**src/hdl/cswr_pkg.sv**
```systemverilog
// Shared types, codes and sizes of the clock-sweep replacement unit.
// No dependencies; every other file but the macro header refers to it by scoped names.
package cswr_pkg;

   localparam int SLOTS      = 8;
   localparam int KEY_BITS   = 32;
   localparam int SLOT_BITS  = $clog2(SLOTS);
   localparam int COUNT_BITS = 3;
   localparam int QUEUE_DEPTH = 2;
   localparam int QPTR_BITS  = $clog2(QUEUE_DEPTH);

   localparam logic [COUNT_BITS-1:0] CAP_RESET = 3'd3;

   // Request mode codes
   localparam logic [1:0] MODE_LOOKUP = 2'd0;
   localparam logic [1:0] MODE_ADD    = 2'd1;
   localparam logic [1:0] MODE_TICK   = 2'd2;

   typedef enum logic [1:0] {
      OP_LOOKUP,
      OP_ADD,
      OP_TICK,
      OP_NONE
   } op_type;

   typedef enum logic [2:0] {
      STAT_MISS    = 3'd0,
      STAT_HIT     = 3'd1,
      STAT_PRESENT = 3'd2,
      STAT_FREE    = 3'd3,
      STAT_EVICT   = 3'd4,
      STAT_TICK    = 3'd5
   } status_type;

   typedef enum logic [1:0] {
      S_IDLE,
      S_MATCH,
      S_SWEEP,
      S_DONE
   } state_type;

   typedef struct packed {
      op_type              op;
      logic [KEY_BITS-1:0] key;
   } cmd_type;

   typedef struct packed {
      logic empty;
      logic full;
   } qstat_type;

endpackage

```
**src/hdl/cswr_ifs.sv**
```systemverilog
// Channel interfaces of the clock-sweep replacement unit: request,
// response and register write. Depends on cswr_pkg.
interface cswr_req_if;
   logic                          valid;
   logic                          ready;
   logic [1:0]                    mode;
   logic [cswr_pkg::KEY_BITS-1:0] key;
   modport source (output valid, mode, key, input ready);
   modport sink   (input valid, mode, key, output ready);
endinterface

interface cswr_rsp_if;
   logic                          valid;
   logic                          ready;
   logic [2:0]                    status;
   logic [2:0]                    slot;
   logic [cswr_pkg::KEY_BITS-1:0] evicted_key;
   modport source (output valid, status, slot, evicted_key, input ready);
   modport sink   (input valid, status, slot, evicted_key, output ready);
endinterface

interface cswr_csr_if;
   logic                            valid;
   logic                            ready;
   logic [cswr_pkg::COUNT_BITS-1:0] usage_cap;
   modport source (output valid, usage_cap, input ready);
   modport sink   (input valid, usage_cap, output ready);
endinterface

```
**src/hdl/clock_sweep_replacement_unit.sv**
```systemverilog
// Clock-sweep replacement unit. A request passes the queue and the back
// end states S_IDLE, S_MATCH and S_DONE to the response register; add of a
// new key also passes S_SWEEP, where the hand inspects slots (at most 8 laps).
// The back end takes the next request only after the last result is loaded.
// Reset (synchronous): counts, occupied bits, hand and queue clear, cap=3.
// Built from cswr_front, cswr_queue, cswr_back; depends on cswr_pkg, cswr_ifs.
module clock_sweep_replacement_unit (
   input  logic       clock,
   input  logic       reset,
   cswr_req_if.sink   req_bus,
   cswr_rsp_if.source rsp_bus,
   cswr_csr_if.sink   csr_bus
);

   cswr_pkg::qstat_type qstat;
   cswr_pkg::cmd_type   push_cmd;
   cswr_pkg::cmd_type   pop_cmd;
   logic                push;
   logic                pop;

   // Classify and enqueue requests
   cswr_front u_front (
      .req      (req_bus),
      .qstat    (qstat),
      .push     (push),
      .push_cmd (push_cmd)
   );

   // Decouple front and back
   cswr_queue u_queue (
      .clock    (clock),
      .reset    (reset),
      .push     (push),
      .push_cmd (push_cmd),
      .pop      (pop),
      .pop_cmd  (pop_cmd),
      .qstat    (qstat)
   );

   // Execute against the slot table
   cswr_back u_back (
      .clock   (clock),
      .reset   (reset),
      .qstat   (qstat),
      .pop_cmd (pop_cmd),
      .pop     (pop),
      .rsp     (rsp_bus),
      .csr     (csr_bus)
   );

endmodule

```
**src/hdl/cswr_front.sv**
```systemverilog
// Front end: takes request transfers and classifies the mode into an op.
// Depends on cswr_pkg and cswr_req_if.
module cswr_front (
   cswr_req_if.sink             req,
   input  cswr_pkg::qstat_type  qstat,
   output logic                 push,
   output cswr_pkg::cmd_type    push_cmd
);

   // Accept whenever the queue has room
   assign req.ready = !qstat.full;
   assign push      = req.valid && !qstat.full;

   // Classify the mode; the unused code becomes OP_NONE, answered as a miss
   always_comb begin
      push_cmd.key = req.key;
      case (req.mode)
         cswr_pkg::MODE_LOOKUP: push_cmd.op = cswr_pkg::OP_LOOKUP;
         cswr_pkg::MODE_ADD:    push_cmd.op = cswr_pkg::OP_ADD;
         cswr_pkg::MODE_TICK:   push_cmd.op = cswr_pkg::OP_TICK;
         default:               push_cmd.op = cswr_pkg::OP_NONE;
      endcase
   end

endmodule

```
**src/hdl/cswr_queue.sv**
```systemverilog
// Short command queue between front and back end.
// Depends on cswr_pkg.
module cswr_queue (
   input  logic                 clock,
   input  logic                 reset,
   input  logic                 push,
   input  cswr_pkg::cmd_type    push_cmd,
   input  logic                 pop,
   output cswr_pkg::cmd_type    pop_cmd,
   output cswr_pkg::qstat_type  qstat
);

   cswr_pkg::cmd_type                entry_ff [cswr_pkg::QUEUE_DEPTH];
   logic [cswr_pkg::QPTR_BITS-1:0]   wr_ptr_ff, wr_ptr_in;
   logic [cswr_pkg::QPTR_BITS-1:0]   rd_ptr_ff, rd_ptr_in;
   logic [cswr_pkg::QPTR_BITS:0]     count_ff, count_in;

   // Advance pointers and count
   always_comb begin
      wr_ptr_in = wr_ptr_ff;
      rd_ptr_in = rd_ptr_ff;
      count_in  = count_ff;
      if (push) begin
         wr_ptr_in = (wr_ptr_ff == cswr_pkg::QPTR_BITS'(cswr_pkg::QUEUE_DEPTH - 1)) ?
                     '0 : wr_ptr_ff + 1'b1;
      end
      if (pop) begin
         rd_ptr_in = (rd_ptr_ff == cswr_pkg::QPTR_BITS'(cswr_pkg::QUEUE_DEPTH - 1)) ?
                     '0 : rd_ptr_ff + 1'b1;
      end
      if (push && !pop) begin
         count_in = count_ff + 1'b1;
      end else if (pop && !push) begin
         count_in = count_ff - 1'b1;
      end
   end

   always_ff @(posedge clock) begin
      if (reset) begin
         wr_ptr_ff <= '0;
         rd_ptr_ff <= '0;
         count_ff  <= '0;
      end else begin
         wr_ptr_ff <= wr_ptr_in;
         rd_ptr_ff <= rd_ptr_in;
         count_ff  <= count_in;
      end
   end

   // Store the payload
   always_ff @(posedge clock) begin
      if (push) begin
         entry_ff[wr_ptr_ff] <= push_cmd;
      end
   end

   assign pop_cmd     = entry_ff[rd_ptr_ff];
   assign qstat.empty = (count_ff == '0);
   assign qstat.full  = (count_ff == (cswr_pkg::QPTR_BITS + 1)'(cswr_pkg::QUEUE_DEPTH));

endmodule

```
**src/hdl/cswr_back.sv**
```systemverilog
// Back end: slot table, clock hand, usage cap and the response register.
// Runs tag match, bump, decay tick and the hand sweep. Depends on cswr_pkg
// and the response and register-write interfaces.
module cswr_back (
   input  logic                 clock,
   input  logic                 reset,
   input  cswr_pkg::qstat_type  qstat,
   input  cswr_pkg::cmd_type    pop_cmd,
   output logic                 pop,
   cswr_rsp_if.source           rsp,
   cswr_csr_if.sink             csr
);

   localparam int SB = cswr_pkg::SLOT_BITS;
   localparam int CB = cswr_pkg::COUNT_BITS;
   localparam int KB = cswr_pkg::KEY_BITS;

   cswr_pkg::state_type  state_ff, state_in;
   cswr_pkg::cmd_type    item_ff, item_in;
   logic [SB-1:0]        hand_ff, hand_in;
   logic [CB-1:0]        cap_ff;
   logic [CB-1:0]        usage_ff [cswr_pkg::SLOTS];
   logic [CB-1:0]        usage_in [cswr_pkg::SLOTS];
   logic [cswr_pkg::SLOTS-1:0] occ_ff, occ_in;
   logic [KB-1:0]        tag_ff [cswr_pkg::SLOTS];

   cswr_pkg::status_type res_status_ff, res_status_in;
   logic [SB-1:0]        res_slot_ff, res_slot_in;
   logic [KB-1:0]        res_evict_ff, res_evict_in;

   logic                 rsp_valid_ff, rsp_valid_in;
   cswr_pkg::status_type rsp_status_ff, rsp_status_in;
   logic [SB-1:0]        rsp_slot_ff, rsp_slot_in;
   logic [KB-1:0]        rsp_evict_ff, rsp_evict_in;

   logic                 tag_we;
   logic [SB-1:0]        tag_waddr;

   logic [cswr_pkg::SLOTS-1:0] match;
   logic                 hit_any;
   logic [SB-1:0]        hit_idx;

   function automatic logic [SB-1:0] step_hand(input logic [SB-1:0] h);
      return (h == SB'(cswr_pkg::SLOTS - 1)) ? '0 : h + 1'b1;
   endfunction

   // Compare the key against every occupied slot; lowest match wins
   always_comb begin
      hit_idx = '0;
      for (int i = 0; i < cswr_pkg::SLOTS; i++) begin
         match[i] = occ_ff[i] && (tag_ff[i] == item_ff.key);
      end
      for (int i = cswr_pkg::SLOTS - 1; i >= 0; i--) begin
         if (match[i]) begin
            hit_idx = SB'(i);
         end
      end
      hit_any = |match;
   end

   // Sequencer: next state, table updates and result
   always_comb begin
      state_in      = state_ff;
      item_in       = item_ff;
      hand_in       = hand_ff;
      occ_in        = occ_ff;
      usage_in      = usage_ff;
      res_status_in = res_status_ff;
      res_slot_in   = res_slot_ff;
      res_evict_in  = res_evict_ff;
      rsp_valid_in  = rsp_valid_ff && !rsp.ready;
      rsp_status_in = rsp_status_ff;
      rsp_slot_in   = rsp_slot_ff;
      rsp_evict_in  = rsp_evict_ff;
      tag_we        = 1'b0;
      tag_waddr     = hand_ff;
      pop           = 1'b0;

      case (state_ff)
         cswr_pkg::S_IDLE: begin
            if (!qstat.empty) begin
               pop      = 1'b1;
               item_in  = pop_cmd;
               state_in = cswr_pkg::S_MATCH;
            end
         end

         cswr_pkg::S_MATCH: begin
            res_status_in = cswr_pkg::STAT_MISS;
            res_slot_in   = '0;
            res_evict_in  = '0;
            state_in      = cswr_pkg::S_DONE;
            case (item_ff.op)
               cswr_pkg::OP_LOOKUP, cswr_pkg::OP_ADD: begin
                  if (hit_any) begin
                     if (usage_ff[hit_idx] < cap_ff) begin
                        usage_in[hit_idx] = usage_ff[hit_idx] + 1'b1;
                     end
                     res_status_in = (item_ff.op == cswr_pkg::OP_ADD) ?
                                     cswr_pkg::STAT_PRESENT : cswr_pkg::STAT_HIT;
                     res_slot_in   = hit_idx;
                  end else if (item_ff.op == cswr_pkg::OP_ADD) begin
                     state_in = cswr_pkg::S_SWEEP;
                  end
               end
               cswr_pkg::OP_TICK: begin
                  // Decay every occupied count above zero
                  for (int i = 0; i < cswr_pkg::SLOTS; i++) begin
                     if (occ_ff[i] && (usage_ff[i] != '0)) begin
                        usage_in[i] = usage_ff[i] - 1'b1;
                     end
                  end
                  res_status_in = cswr_pkg::STAT_TICK;
               end
               default: begin
               end
            endcase
         end

         cswr_pkg::S_SWEEP: begin
            // Inspect one slot at the hand per cycle
            if (!occ_ff[hand_ff] || (usage_ff[hand_ff] == '0)) begin
               res_status_in     = occ_ff[hand_ff] ? cswr_pkg::STAT_EVICT :
                                                     cswr_pkg::STAT_FREE;
               res_evict_in      = occ_ff[hand_ff] ? tag_ff[hand_ff] : '0;
               res_slot_in       = hand_ff;
               tag_we            = 1'b1;
               usage_in[hand_ff] = CB'(1);
               occ_in[hand_ff]   = 1'b1;
               hand_in           = step_hand(hand_ff);
               state_in          = cswr_pkg::S_DONE;
            end else begin
               usage_in[hand_ff] = usage_ff[hand_ff] - 1'b1;
               hand_in           = step_hand(hand_ff);
            end
         end

         cswr_pkg::S_DONE: begin
            // Hand the result to the response register once it is free
            if (!rsp_valid_ff || rsp.ready) begin
               rsp_valid_in  = 1'b1;
               rsp_status_in = res_status_ff;
               rsp_slot_in   = res_slot_ff;
               rsp_evict_in  = res_evict_ff;
               state_in      = cswr_pkg::S_IDLE;
            end
         end

         default: begin
            state_in = cswr_pkg::S_IDLE;
         end
      endcase
   end

   // Control and table state
   always_ff @(posedge clock) begin
      if (reset) begin
         state_ff     <= cswr_pkg::S_IDLE;
         hand_ff      <= '0;
         occ_ff       <= '0;
         rsp_valid_ff <= 1'b0;
         cap_ff       <= cswr_pkg::CAP_RESET;
         for (int i = 0; i < cswr_pkg::SLOTS; i++) begin
            usage_ff[i] <= '0;
         end
      end else begin
         state_ff     <= state_in;
         hand_ff      <= hand_in;
         occ_ff       <= occ_in;
         rsp_valid_ff <= rsp_valid_in;
         usage_ff     <= usage_in;
         if (csr.valid) begin
            cap_ff <= csr.usage_cap;
         end
      end
   end

   // Payload registers
   always_ff @(posedge clock) begin
      item_ff       <= item_in;
      res_status_ff <= res_status_in;
      res_slot_ff   <= res_slot_in;
      res_evict_ff  <= res_evict_in;
      rsp_status_ff <= rsp_status_in;
      rsp_slot_ff   <= rsp_slot_in;
      rsp_evict_ff  <= rsp_evict_in;
   end

   // Tag store, written only on placement
   always_ff @(posedge clock) begin
      if (tag_we) begin
         tag_ff[tag_waddr] <= item_ff.key;
      end
   end

   assign csr.ready       = 1'b1;
   assign rsp.valid       = rsp_valid_ff;
   assign rsp.status      = rsp_status_ff;
   assign rsp.slot        = 3'(rsp_slot_ff);
   assign rsp.evicted_key = rsp_evict_ff;

endmodule

```
**src/flat_wrapper.sv**
```systemverilog
// flat-port wrapper written by rule: the top's interface ports become plain ports
module clock_sweep_replacement_unit_flat 
  (clock, reset, req_bus_valid, req_bus_mode, req_bus_key, req_bus_ready, rsp_bus_valid, rsp_bus_status, rsp_bus_slot, rsp_bus_evicted_key, rsp_bus_ready, csr_bus_valid, csr_bus_usage_cap, csr_bus_ready);
  cswr_req_if req_bus_i ();
  cswr_rsp_if rsp_bus_i ();
  cswr_csr_if csr_bus_i ();
  input  logic clock;
  input  logic reset;
  input wire logic [$bits(req_bus_i.valid)-1:0] req_bus_valid;
  input wire logic [$bits(req_bus_i.mode)-1:0] req_bus_mode;
  input wire logic [$bits(req_bus_i.key)-1:0] req_bus_key;
  output wire logic [$bits(req_bus_i.ready)-1:0] req_bus_ready;
  output wire logic [$bits(rsp_bus_i.valid)-1:0] rsp_bus_valid;
  output wire logic [$bits(rsp_bus_i.status)-1:0] rsp_bus_status;
  output wire logic [$bits(rsp_bus_i.slot)-1:0] rsp_bus_slot;
  output wire logic [$bits(rsp_bus_i.evicted_key)-1:0] rsp_bus_evicted_key;
  input wire logic [$bits(rsp_bus_i.ready)-1:0] rsp_bus_ready;
  input wire logic [$bits(csr_bus_i.valid)-1:0] csr_bus_valid;
  input wire logic [$bits(csr_bus_i.usage_cap)-1:0] csr_bus_usage_cap;
  output wire logic [$bits(csr_bus_i.ready)-1:0] csr_bus_ready;
  assign req_bus_i.valid = req_bus_valid;
  assign req_bus_i.mode = req_bus_mode;
  assign req_bus_i.key = req_bus_key;
  assign req_bus_ready = req_bus_i.ready;
  assign rsp_bus_valid = rsp_bus_i.valid;
  assign rsp_bus_status = rsp_bus_i.status;
  assign rsp_bus_slot = rsp_bus_i.slot;
  assign rsp_bus_evicted_key = rsp_bus_i.evicted_key;
  assign rsp_bus_i.ready = rsp_bus_ready;
  assign csr_bus_i.valid = csr_bus_valid;
  assign csr_bus_i.usage_cap = csr_bus_usage_cap;
  assign csr_bus_ready = csr_bus_i.ready;
  clock_sweep_replacement_unit u_core (.clock(clock), .reset(reset), .req_bus(req_bus_i), .rsp_bus(rsp_bus_i), .csr_bus(csr_bus_i));
endmodule
```
**config.mk**
```make
export PLATFORM = sky130hd
export DESIGN_NAME = clock_sweep_replacement_unit_flat
export DESIGN_NICKNAME = d
export VERILOG_FILES = /design/src/hdl/cswr_pkg.sv /design/src/hdl/cswr_ifs.sv /design/src/hdl/clock_sweep_replacement_unit.sv /design/src/hdl/cswr_front.sv /design/src/hdl/cswr_queue.sv /design/src/hdl/cswr_back.sv /design/src/flat_wrapper.sv
export SDC_FILE = /design/constraint.sdc
export NUM_CORES = 1
export LEC_CHECK = 0
export BUFFER_PORTS_ARGS = -buffer_cell sky130_fd_sc_hd__buf_2
export CAP_MARGIN = 25
export CORE_ASPECT_RATIO = 1.1
export CORE_UTILIZATION = 55
export CTS_BUF_LIST = sky130_fd_sc_hd__clkbuf_16
export CTS_CLUSTER_SIZE = 28
export DETAILED_ROUTE_END_ITERATION = 10
export GPL_TIMING_DRIVEN = 0
export HOLD_SLACK_MARGIN = 0.02
export MAX_ROUTING_LAYER = met4
export PLACE_DENSITY_LB_ADDON = 0.2
export SYNTH_ARGS = -nofsm -noshare
export SYNTH_HDL_FRONTEND = slang
export SYNTH_SLANG_ARGS = --single-unit
export TNS_END_PERCENT = 10
```
**constraint.sdc**
```tcl
create_clock -name clock -period 5.9 [get_ports clock]
set_input_delay 0.59 -clock clock [delete_from_list [all_inputs] [get_ports clock]]
set_output_delay 0.59 -clock clock [all_outputs]
set_load 0.02 [all_outputs]
```
# ---- After elaboration in Yosys (flattened, before gate mapping)
# Memory sizes are Yosys's and may differ from the RTL's. A register that Yosys moved wholly into a read port is not among the register bits.
# Cells that the tools add are included.
# Widths: inputs -> output; s select.
dict set report totals {
  regBits 121
  ram_bits 324
  input_bits 42
  word_cells 220
  n_memories 2
}
dict set report op_classes {
  n_lt_le_gt_ge 7
  n_eq_ne 31
  reduce_logical 61
  add_sub_neg 15
  bitwise 7
  n_mux 75
}
# memory depth width read_ports rd_clocked_by_memory_dff wr line
set mem_list {}
lappend mem_list {u_core.u_back.tag_ff 8 32 9 1 1 cswr_back.sv:25} ;# logic [KB-1:0] tag_ff [cswr_pkg::SLOTS];
lappend mem_list {u_core.u_queue.entry_ff 2 34 1 1 1 cswr_queue.sv:13} ;# cswr_pkg::cmd_type entry_ff [cswr_pkg::QUEUE_DEPTH];
# cell n
set ops {}
lappend ops {{$eq 32x32->1} 8}
lappend ops {{$pmux 24 s2} 2}
lappend ops {{$mux 3} 30}
lappend ops {{$mux 24} 3}
lappend ops {{$mux 32} 2}
lappend ops {{$pmux 32 s2} 1}
lappend ops {{$bwmux 24} 2}
lappend ops {{$reduce_and 5->1} 8}
lappend ops {{$ne 3x3->1 const B} 10}
lappend ops {{$sub 3x1->3 const B} 9}
lappend ops {{$reduce_bool 3->1} 8}
lappend ops {{$logic_and 1x1->1} 23}
lappend ops {{$bmux 3 s3} 2}
lappend ops {{$demux 3 s3} 2}
lappend ops {{$pmux 3 s2} 3}
lappend ops {{$mux 1} 17}
lappend ops {{$and 16x16->16} 1}
lappend ops {{$not 16->16} 1}
lappend ops {{$or 8x8->8} 2}
lappend ops {{$mux 2} 7}
lappend ops {{$eq 2x2->1 const B} 5}
lappend ops {{$ge 4x4->1 const B} 2}
lappend ops {{$logic_not 2->1} 4}
lappend ops {{$lt 4x1->1 const B} 2}
lappend ops {{25 further kinds} 42}

# ---- Longest topological paths before layout
# Gate-level depths: netlist (run 1).
# An unclocked memory read counts as a cell.
dict set report logic_depth {
  ltp_word 21
  ltp_mapped 24
}

# ---- Hierarchy
# From an unflattened synthesis (run 1), not the netlist that was laid out.
dict set report unflattened {
  cells_unflattened 1721
  hier_area_um2 23572.6
}
# module seq_area_each_um2 instances cells_per_inst area_each_um2
set modules_own_cells {}
lappend modules_own_cells {cswr_back 11871.4 1 1557 20654.8}
lappend modules_own_cells {cswr_queue 2142.1 1 128 2660.1}
lappend modules_own_cells {cswr_front 0.0 1 36 257.7}

# ---- Worst setup path before layout (run 1)
# Ideal clock, no wire load.
dict set report synth_timing {
  path_kind {reg-to-reg}
  from {register u_core.u_back.item_ff[21] in the netlist's numbering}
  to {register u_core.u_back.usage_ff[14] in the netlist's numbering}
  arrival_time_ns 4.652
  path_buffers 3
  setup_slack_ns 1.152
  path_stages_with_launch 23
  required_time_ns 5.804
  path_cell_list {edfxtp_1 buf_4 xor2_1 nor4_1 nand4_1 or4_4 o21ai_0 a22o_1 buf_6 buf_6 nand2b_4 inv_1 a222oi_1 o21ai_0 a221oi_1 ha_1 and3_1 a21oi_1 inv_1 a31o_2 o21ai_0 nand2_1 o41ai_2}
}
dict set report synth_between {
  elab_chain_cells 20
}
# item line
set synth_lines {}
lappend synth_lines {{from (decl)} cswr_back.sv:19} ;# cswr_pkg::cmd_type item_ff, item_in;
lappend synth_lines {{from (signal assigned)} cswr_back.sv:180} ;# item_ff <= item_in;
lappend synth_lines {{$eq 32x32->1} cswr_back.sv:51} ;# match[i] = occ_ff[i] && (tag_ff[i] == item_ff.key);
lappend synth_lines {{$logic_and 1x1->1} cswr_back.sv:51}
lappend synth_lines {{$mux 3 (8 in series)} cswr_back.sv:54} ;# if (match[i]) begin
lappend synth_lines {{$not 3->4 (not written as such)} {cswr_back.sv:96, cswr_back.sv:97}}
lappend synth_lines {{$bmux 3 s3, or another cell as far along} {cswr_back.sv:96, cswr_back.sv:97}}
lappend synth_lines {{$mux 3 (not written as such) or $logic_and 1x1->1 (tied branches)} {cswr_back.sv:96, cswr_back.sv:97}}
lappend synth_lines {{$mux 3 (on tied branches)} {cswr_back.sv:96, cswr_back.sv:97}}
lappend synth_lines {{$add 3x1->3 or $demux 3 s3 (tied branches)} cswr_back.sv:97} ;# usage_in[hit_idx] = usage_ff[hit_idx] + 1'b1;
lappend synth_lines {{$bwmux 24} cswr_back.sv:97}
lappend synth_lines {{$mux 24} cswr_back.sv:96} ;# if (usage_ff[hit_idx] < cap_ff) begin
lappend synth_lines {{$mux 24} cswr_back.sv:95} ;# if (hit_any) begin
lappend synth_lines {{$pmux 24 s2} cswr_back.sv:93} ;# case (item_ff.op)
lappend synth_lines {{$pmux 24 s2} cswr_back.sv:79} ;# case (state_ff)
lappend synth_lines {{to (signal assigned)} cswr_back.sv:171} ;# usage_ff <= usage_in;
lappend synth_lines {{to (decl)} cswr_back.sv:22} ;# logic [CB-1:0] usage_ff [cswr_pkg::SLOTS];
# Several ways; a longest one is shown, not always the timed one. The select of a mux whose other input is x is not followed.
# A chain may end at the register's enable or synchronous reset.

# ---- Final worst setup path (run 1)
dict set report layout_timing {
  from {register u_core.u_back.item_ff[14] in the netlist's numbering}
  to {register u_core.u_back.usage_ff[17] in the netlist's numbering}
}
# Same word-level chain as after synthesis.

==> metrics.md, run 1 <==
| Metric | Value |
|---|---|
| Slew Limit Fails | `0` |
| Largest cells by area after synthesis | `edfxtp_1 (55%), mux4_2 (6.3%), xor2_1 (6.2%), dfxtp_1 (4.1%), xnor2_1 (3.5%)` |
| Yosys cell types | `82` |
| Die height | `219 um` |
| Clock tree from TritonCTS | `built` |
| Die X | `199 um` |
| Worst Clk Skew | `0.0314 ns` |
| Slowest stage cell, crit path | `or4_4` |
| Actual slew at the worst max-slew pin | `1.07 ns` |
| Final core utilization | `63.4%` |
| Most frequent cells in the layout | `edfxtp_1 (434), xor2_1 (167), nor2_1 (100)` |
| HPWL after detailed placement | `61.9 mm` |
| Area grow syn2layout | `14.0%` |
| Synth area leader | `edfxtp_1` |
| Yosys reg bits | `482` |
| Crit-path cells | `buf_2 -> xnor2_1 -> nand4_1 -> or4_4 -> o21ai_0 -> a22o_1 -> buf_6 -> buf_6 -> nand2b_4 -> inv_1 -> a222oi_1 -> o21ai_0 -> a221oi_2 -> ha_1 -> and3_1 -> a21oi_1 -> inv_1 -> a31o_2 -> o21a_1 -> o211a_1 -> a41o_1` |
| Post-synth EDFFs | `434` |
| Global route overflow | `0` |
| Final min period | `5.80 ns` |
| Number of H-tree levels | `2` |
| Slew headroom | `28.4%` |
| Worst path top cell family by delay | `compound AO/OA/AOI/OAI gates` |
| Syn_area_per_cell | `13.6 um^2` |
| Crit path launch type | `register` |
| Clock transition at path regs | `0.06 ns` |
| Post-synth ARST share | `0%` |
| Yosys top cell area share | `55.5%` |
| Critical Path RT | `6.39 ns` |
| Synthesized Nets | `1792` |
| Share of layout cells above drive strength 1 | `19.0%` |
| Avg WL per Cell | `32.5 um` |
| Clock Tree Root | `clkbuf_16` |
| Hold_buf cts | `0` |
| Placed inst area | `0.0250 mm^2` |
| Fillers | `3187` |
| Vias in the first global route | `15000` |
| Synth Flop Type | `edfxtp_1` |
| Setup crit end kind | `register` |
| Leakage | `8.86 nW` |
| Remaining routing DRC violations | `0` |
| Worst Path Arrival | `6.29 ns` |
| Max-Cap Viols | `0` |
| Total vias in the final route | `16000` |
| Initial antenna violation count | `2` |
| Starting Density | `55.7%` |
| Critical path class | `reg2reg` |
| Netlist Area Pre-Place | `0.0235 mm^2` |
| Ys Warns | `0` |
| VDD IR max | `383 uV` |
| Hold WC Path Type | `in2reg` |
| Largest net degree at the start of global routing | `39` |
| Post-route cell area | `0.0268 mm^2` |
| Routability cong. | `1.11` |
| Final Hold Slack | `0.166 ns` |
| Clock Latency Late Sink | `0.62 ns` |
| Fmax | `172 MHz` |
| Most common library cell in the layout ignoring fill and taps | `edfxtp_1` |
| Post-route worst setup slack | `0.0985 ns` |
| Detailed Routing Iterations Pass 1 | `8` |
| Pre-CTS setup slack | `-0.533 ns` |
| Period utilisation layout | `98.3%` |
| Die Footprint | `0.0435 mm^2` |
| Core box area | `0.0422 mm^2` |
| GR Util All Layers | `38.7%` |
| Clock sinks | `482` |
| Detail Route Antenna Nets | `0` |
| Cell Pwr Density | `464 mW/mm^2` |
| CTS buffer count | `47` |
| Seq/Total Area, Yosys | `59.6%` |
| CP Max Fanout | `10` |
| CP max stage delay | `0.62 ns` |
| Layout net count | `1940` |
| Final-report hold violation count | `0` |
| Clock buffer depth | `3` |
| First-pass GRT wire length | `111 mm` |
| Status | `finished, final reports clean` |
| Count of input and output buffers | `79` |
| Mapped Cells | `1721` |
| Crit path buffers/inverters | `5` |
| I/O pin count | `83` |
| # setup viols final | `0` |
| Row count | `79` |
| 1st-iter DRT viols | `2106` |
| Via density | `6.45` |
| Post-Route WL | `80.4 mm` |
[flip-flops by register name, summed over array words and instances, names as in the netlist, 3 cells and up, named ones only]
register / count
u_core.u_back.item_ff: 34
u_core.u_back.occ_ff: 8
u_core.u_queue.entry_ff: 68
u_core.u_back.res_status_ff: 3
u_core.u_back.rsp.evicted_key: 32
u_core.u_back.hand_ff: 3
u_core.u_back.usage_ff: 24
u_core.u_back.cap_ff: 3
u_core.u_back.res_slot_ff: 3
u_core.u_back.rsp.status: 3
u_core.u_back.tag_ff: 256
u_core.u_back.rsp.slot: 3
u_core.u_back.res_evict_ff: 32
[final timing paths]
kind | startpoint | end | slack (ns) | depth (start not counted)
hold reg to reg | u_core.u_back.res_status_ff[2]$_DFFE_PP_ | u_core.u_back.rsp.status[2]$_DFFE_PP_ | 0.41 | 0
hold / removal | req_bus_key[0] | u_core.u_queue.entry_ff[1][0]$_DFFE_PP_ | 0.17 | 1
setup / recovery | u_core.u_back.item_ff[14]$_DFFE_PP_ | u_core.u_back.usage_ff[17]$_SDFFE_PP0P_ | 0.1 | 21
setup reg to reg | u_core.u_back.item_ff[14]$_DFFE_PP_ | u_core.u_back.usage_ff[17]$_SDFFE_PP0P_ | 0.1 | 21
[power breakdown]
| group | internal (mW) | switching [mW] | leakage (nW) |
|---|---|---|---|
| Sequential | 4.55 | 0.399 | 4.37 |
| Clock | 1.80 | 1.33 | 0.802 |
| Combinational | 1.31 | 3.05 | 3.69 |
[routing by layer]
layer / track usage, % / wire (um)
met5: - / 0
met4: 18.8 / 4890
met3: 8.87 / 8380
met2: 57.1 / 35900
met1: 50.6 / 31200
[per-stage QoR]
step,setup TNS [ns],std cells,total power [mW]
after floorplan,0,1721,7.32
final,0,2474,12.4
after detailed placement,-8.81,2382,9.11
after CTS,0,2469,12.2
after global routing,-0.00228,2474,12.7
after global placement,-436.50,2367,9.02
[cell usage after synthesis, drive strengths merged, types with 4 or more instances]
library cell and number:
mux2i 48, nand2b 31, a221oi 5, nor4b 5, a21oi 56, o31a 4
o311ai 6, a31oi 9, and2 6, nand4b 7, a211oi 5, nand3 40
nand4 38, buf 48, o2bb2ai 5, o41ai 5, nor2 111, a22oi 4
and3 10, o2111ai 6, o22ai 5, nand2 78, or4 10, ha 29
a311oi 4, dfxtp 48, nor3b 5, nor2b 9, or3 6, o31ai 6
nand3b 6, o21ai 37, xor2 167, edfxtp 434, mux4 66, mux2 34
inv 43, a22o 4, clkbuf 46, o211ai 6, nor4 73, a41o 4
nor3 27, xnor2 94
[cell type report]
cell class / count / area (um^2) / share of cell area, %
Sequential cell: 482 / 14000 / 52.3
Multi-Input combinational cell: 1102 / 9110 / 34.0
Clock buffer: 48 / 1200 / 4.49
Timing Repair Buffer: 99 / 729 / 2.72
Tap cell: 567 / 709 / 2.65
Buffer: 94 / 480 / 1.79
Clock inverter: 38 / 390 / 1.46
Inverter: 43 / 161 / 0.603
Antenna cell: 1 / 2.50 / 0.00935
[cells by family (layout without fill, tap and decap cells)]
group | Yosys count | after routing | synth area share (%)
compound gates | 191 | 191 | 5.70
fa+ha+maj | 29 | 29 | 1.54
simple gates | 472 | 472 | 10.7
mux | 148 | 148 | 10.0
xor+xnor | 261 | 261 | 9.76
buf+inv | 137 | 322 | 2.72
flops | 482 | 482 | 59.6
other cells | 1 | 2 | 0.0160
[repair_timing]
item                       4_1_cts  5_1_grt
pin swaps                        1        0
buffers inserted                 1        2
setup endpoints to repair       23       20
hold endpoints to repair         0        0
resized for setup               16       10
cloned                           0        0
No activity file was read; power rests on OpenSTA's default activity.
==> run 2, diff against run 1 <==
SYNTH_HIERARCHICAL = 1   (was unset)
==> metrics.md, run 2 <==
| Metric | Value |
|---|---|
| Status | `finished, final reports clean` |
| Cell Pwr Density | `462 mW/mm^2` |
| Final min period | `5.86 ns` |
| # setup viols final | `0` |
| Placed inst area | `0.0249 mm^2` |
| Synth area leader | `edfxtp_1` |
| Largest net degree at the start of global routing | `39` |
| Post-synth ARST share | `0%` |
| Die Footprint | `0.0437 mm^2` |
| Synthesized Nets | `1792` |
| Routability cong. | `1.07` |
| Worst Path Arrival | `6.35 ns` |
| I/O pin count | `83` |
| GR Util All Layers | `38.0%` |
| Detailed Routing Iterations Pass 1 | `6` |
| Die height | `219 um` |
| Synth Flop Type | `edfxtp_1` |
| Most frequent CP cell | `o21ai_0` |
| CTS buffer count | `49` |
| Post-synth EDFFs | `434` |
| Period utilisation layout | `99.4%` |
| Core box area | `0.0423 mm^2` |
| Seq/Total Area, Yosys | `59.4%` |
| Clock power frac | `24.8%` |
| Hold_sp | `req_bus_key[9]` |
| Slew headroom | `27.4%` |
| Yosys top cell area share | `55.3%` |
| Hold WC Path Type | `in2reg` |
| Worst path top cell family by delay | `simple AND/OR/NAND/NOR gates` |
| Fillers | `3142` |
| Worst Clk Skew | `0.0340 ns` |
| Clock sinks | `483` |
| CP max stage delay | `0.64 ns` |
| Crit path buffers/inverters | `3` |
| Most common library cell in the layout ignoring fill and taps | `edfxtp_1` |
| Reg area | `0.0140 mm^2` |
| Crit path launch type | `register` |
| Max reg flops | `256` |
| VDD IR max | `342 uV` |
| Worst reg2reg path startpoint | `u_core/u_back/item_ff[27]$_DFFE_PP_` |
| CP startpoint | `u_core/u_back/item_ff[27]$_DFFE_PP_` |
| Clock tree from TritonCTS | `built` |
| Layout net count | `1956` |
| Final-report hold violation count | `0` |
| Yosys reg bits | `483` |
| Net Sw Power | `4.79 mW` |
| Top Registers | `u_core/u_back/tag_ff (256), u_core/u_queue/entry_ff (68), u_core/u_back/item_ff (34)` |
| Fmax | `171 MHz` |
| Share of layout cells above drive strength 1 | `22.2%` |
| Avg WL per Cell | `31.8 um` |
| Clock Tree Root | `clkbuf_16` |
| Mapped Cells | `1721` |
| 1st-iter DRT viols | `2236` |
| Initial antenna violation count | `1` |
| Post-synth top cells | `edfxtp_1 (434), xor2_1 (191), nor2_1 (105)` |
| Area grow syn2layout | `15.4%` |
| Row count | `79` |
| Crit-path cells | `buf_2 -> xor2_1 -> nor4_1 -> nand4_1 -> or4_4 -> o211ai_4 -> a21oi_4 -> or2_1 -> buf_4 -> nand2_2 -> a2bb2oi_4 -> o21ai_0 -> a221oi_2 -> ha_1 -> o21ai_0 -> a21oi_1 -> o31a_1 -> o21ai_2 -> buf_6 -> o211ai_1 -> or4_1 -> o32ai_1` |
| Slowest stage cell, crit path | `or4_4` |
| Number of H-tree levels | `2` |
| Syn_area_per_cell | `13.7 um^2` |
| Global route overflow | `0` |
| Largest Register | `u_core/u_back/tag_ff` |
| HPWL after detailed placement | `60.1 mm` |
| First-pass GRT wire length | `111 mm` |
| Internal Pwr Total | `7.79 mW` |
| Count of input and output buffers | `47` |
| Max-Cap Viols | `0` |
| Most frequent cells in the layout | `edfxtp_1 (434), xor2_1 (191), nor2_1 (97)` |
| Remaining routing DRC violations | `0` |
| Critical Path RT | `6.38 ns` |
| Clock buffer depth | `3` |
| Final core utilization | `64.3%` |
| Hold_buf cts | `0` |
| Largest cells by area after synthesis | `edfxtp_1 (55%), xor2_1 (7.1%), mux4_2 (6.1%), dfxtp_1 (4.2%), xnor2_1 (2.9%)` |
| Sequential share of power | `39.0%` |
| Vias in the first global route | `15500` |
| Critical path class | `reg2reg` |
| Clock transition at path regs | `0.06 ns` |
| Clock Latency Late Sink | `0.62 ns` |
| Setup crit end kind | `register` |
| Slew Limit Fails | `0` |
| Area taken by multi-input logic gates | `0.00905 mm^2` |
| R2r setup slk | `0.04 ns` |
| Post-Route WL | `79.4 mm` |
| Via density | `6.62` |
| Count leader, synth | `edfxtp_1` |
| Netlist Area Pre-Place | `0.0236 mm^2` |
| Sw Share | `38.1%` |
| Combinational Power Share | `36.2%` |
| Yosys cell types | `80` |
| Leakage | `9.13 nW` |
| Total vias in the final route | `16500` |
| Actual slew at the worst max-slew pin | `1.09 ns` |
| CP Max Fanout | `10` |
| Post-route cell area | `0.0272 mm^2` |
| Ys Warns | `6` |
| Die X | `199 um` |
| Starting Density | `55.7%` |
| Detail Route Antenna Nets | `0` |
[run 2: cell count changes in the layout (fill, tap and decap cells not counted), moves of 11 or more]
cell	previous run	this run
buf_4	12	91
buf_2	96	66
nand2_1	78	48
xor2_1	167	191
nand2b_1	30	10
nand3_1	40	26
xnor2_1	80	66
inv_1	48	35
nor4_1	67	79
mux2i_1	48	37
[run 2: kinds of logic after synthesis]
family | count (synthesis) | synth area share, %
AOI/OAI and AO/OA | 221 | 6.42
xor gates and xnor gates | 268 | 9.96
adders and majority gates | 29 | 1.54
buffers and inverters | 162 | 3.46
DFF | 483 | 59.4
muxes | 135 | 9.31
other | 1 | 0.0159
and+or+nand+nor | 422 | 9.85
[run 2: what timing repair did]
| item | 4_1_cts | 5_1_grt |
|---|---|---|
| setup buffers | 17 | 31 |
| pin swaps | 1 | 8 |
| cloned | 0 | 0 |
| gates resized for setup | 27 | 25 |
| endpoints found under the setup margin | 24 | 113 |
[run 2: power groups by stage]
stage / logic, mW / clock network [mW] / registers (mW)
2_1_floorplan: 2.43 / 0 / 4.90
3_3_place_gp: 3.87 / 0 / 5.08
3_5_place_dp: 3.98 / 0 / 5.09
4_1_cts: 4.22 / 3.16 / 4.93
5_1_grt: 4.70 / 3.28 / 4.94
6_report: 4.55 / 3.12 / 4.91
[run 2: per-layer routing]
| layer | global-route usage (%) | routed length (um) | vias to the layer above |
|---|---|---|---|
| met4 | 13.2 | 3040 | 0 |
| li1 | - | - | 6928 |
| met5 | - | 0 | - |
| met1 | 53.6 | 31800 | 8321 |
| met3 | 7.84 | 9190 | 153 |
| met2 | 54.9 | 35400 | 1113 |
[run 2: worst paths after layout]
kind,end,cells after the start
worst max-delay path,u_core/u_back/usage_ff[14]$_SDFFE_PP0P_,22
worst min-delay path,u_core/u_queue/entry_ff[0][9]$_DFFE_PP_,1
worst max register to register,u_core/u_back/usage_ff[14]$_SDFFE_PP0P_,22
worst min register to register,u_core/u_back/rsp.evicted_key[11]$_DFFE_PP_,0
[run 2: area by class of cell]
cell class                 count  area share, %
sequential                   483           51.5
multi-input combinational   1076           33.3
clock buffer                  50           4.60
timing repair buffer         113           3.48
buffer                       128           2.72
tap                          567           2.61
clock inverter                41           1.31
inverter                      34          0.469
antenna                        1        0.00920
[run 2: through the flow]
step / hold slack [ns] / worst slack (ns) / power, mW / std cells / setup TNS, ns
2_1_floorplan: 0.400 / 0.995 / 7.33 / 1721 / 0
4_1_cts: 0.150 / 0.00775 / 12.3 / 2460 / 0
5_1_grt: 0.159 / -0.0255 / 12.9 / 2492 / -0.0255
3_3_place_gp: 0.400 / -1.41 / 8.96 / 2335 / -372.38
6_report: 0.175 / 0.0363 / 12.6 / 2493 / 0
3_5_place_dp: 0.405 / -0.918 / 9.07 / 2352 / -19.60
[run 2: worst reg2reg max path, cell delays in order (launching register included)]
cell	delay, ns
edfxtp_1	0.50
buf_2	0.37
xor2_1	0.16
nor4_1	0.33
nand4_1	0.17
or4_4	0.64
o211ai_4	0.16
a21oi_4	0.13
or2_1	0.23
buf_4	0.20
nand2_2	0.17
a2bb2oi_4	0.21
o21ai_0	0.17
a221oi_2	0.25
ha_1	0.29
o21ai_0	0.19
a21oi_1	0.13
o31a_1	0.30
o21ai_2	0.14
buf_6	0.22
o211ai_1	0.14
or4_1	0.52
o32ai_1	0.14
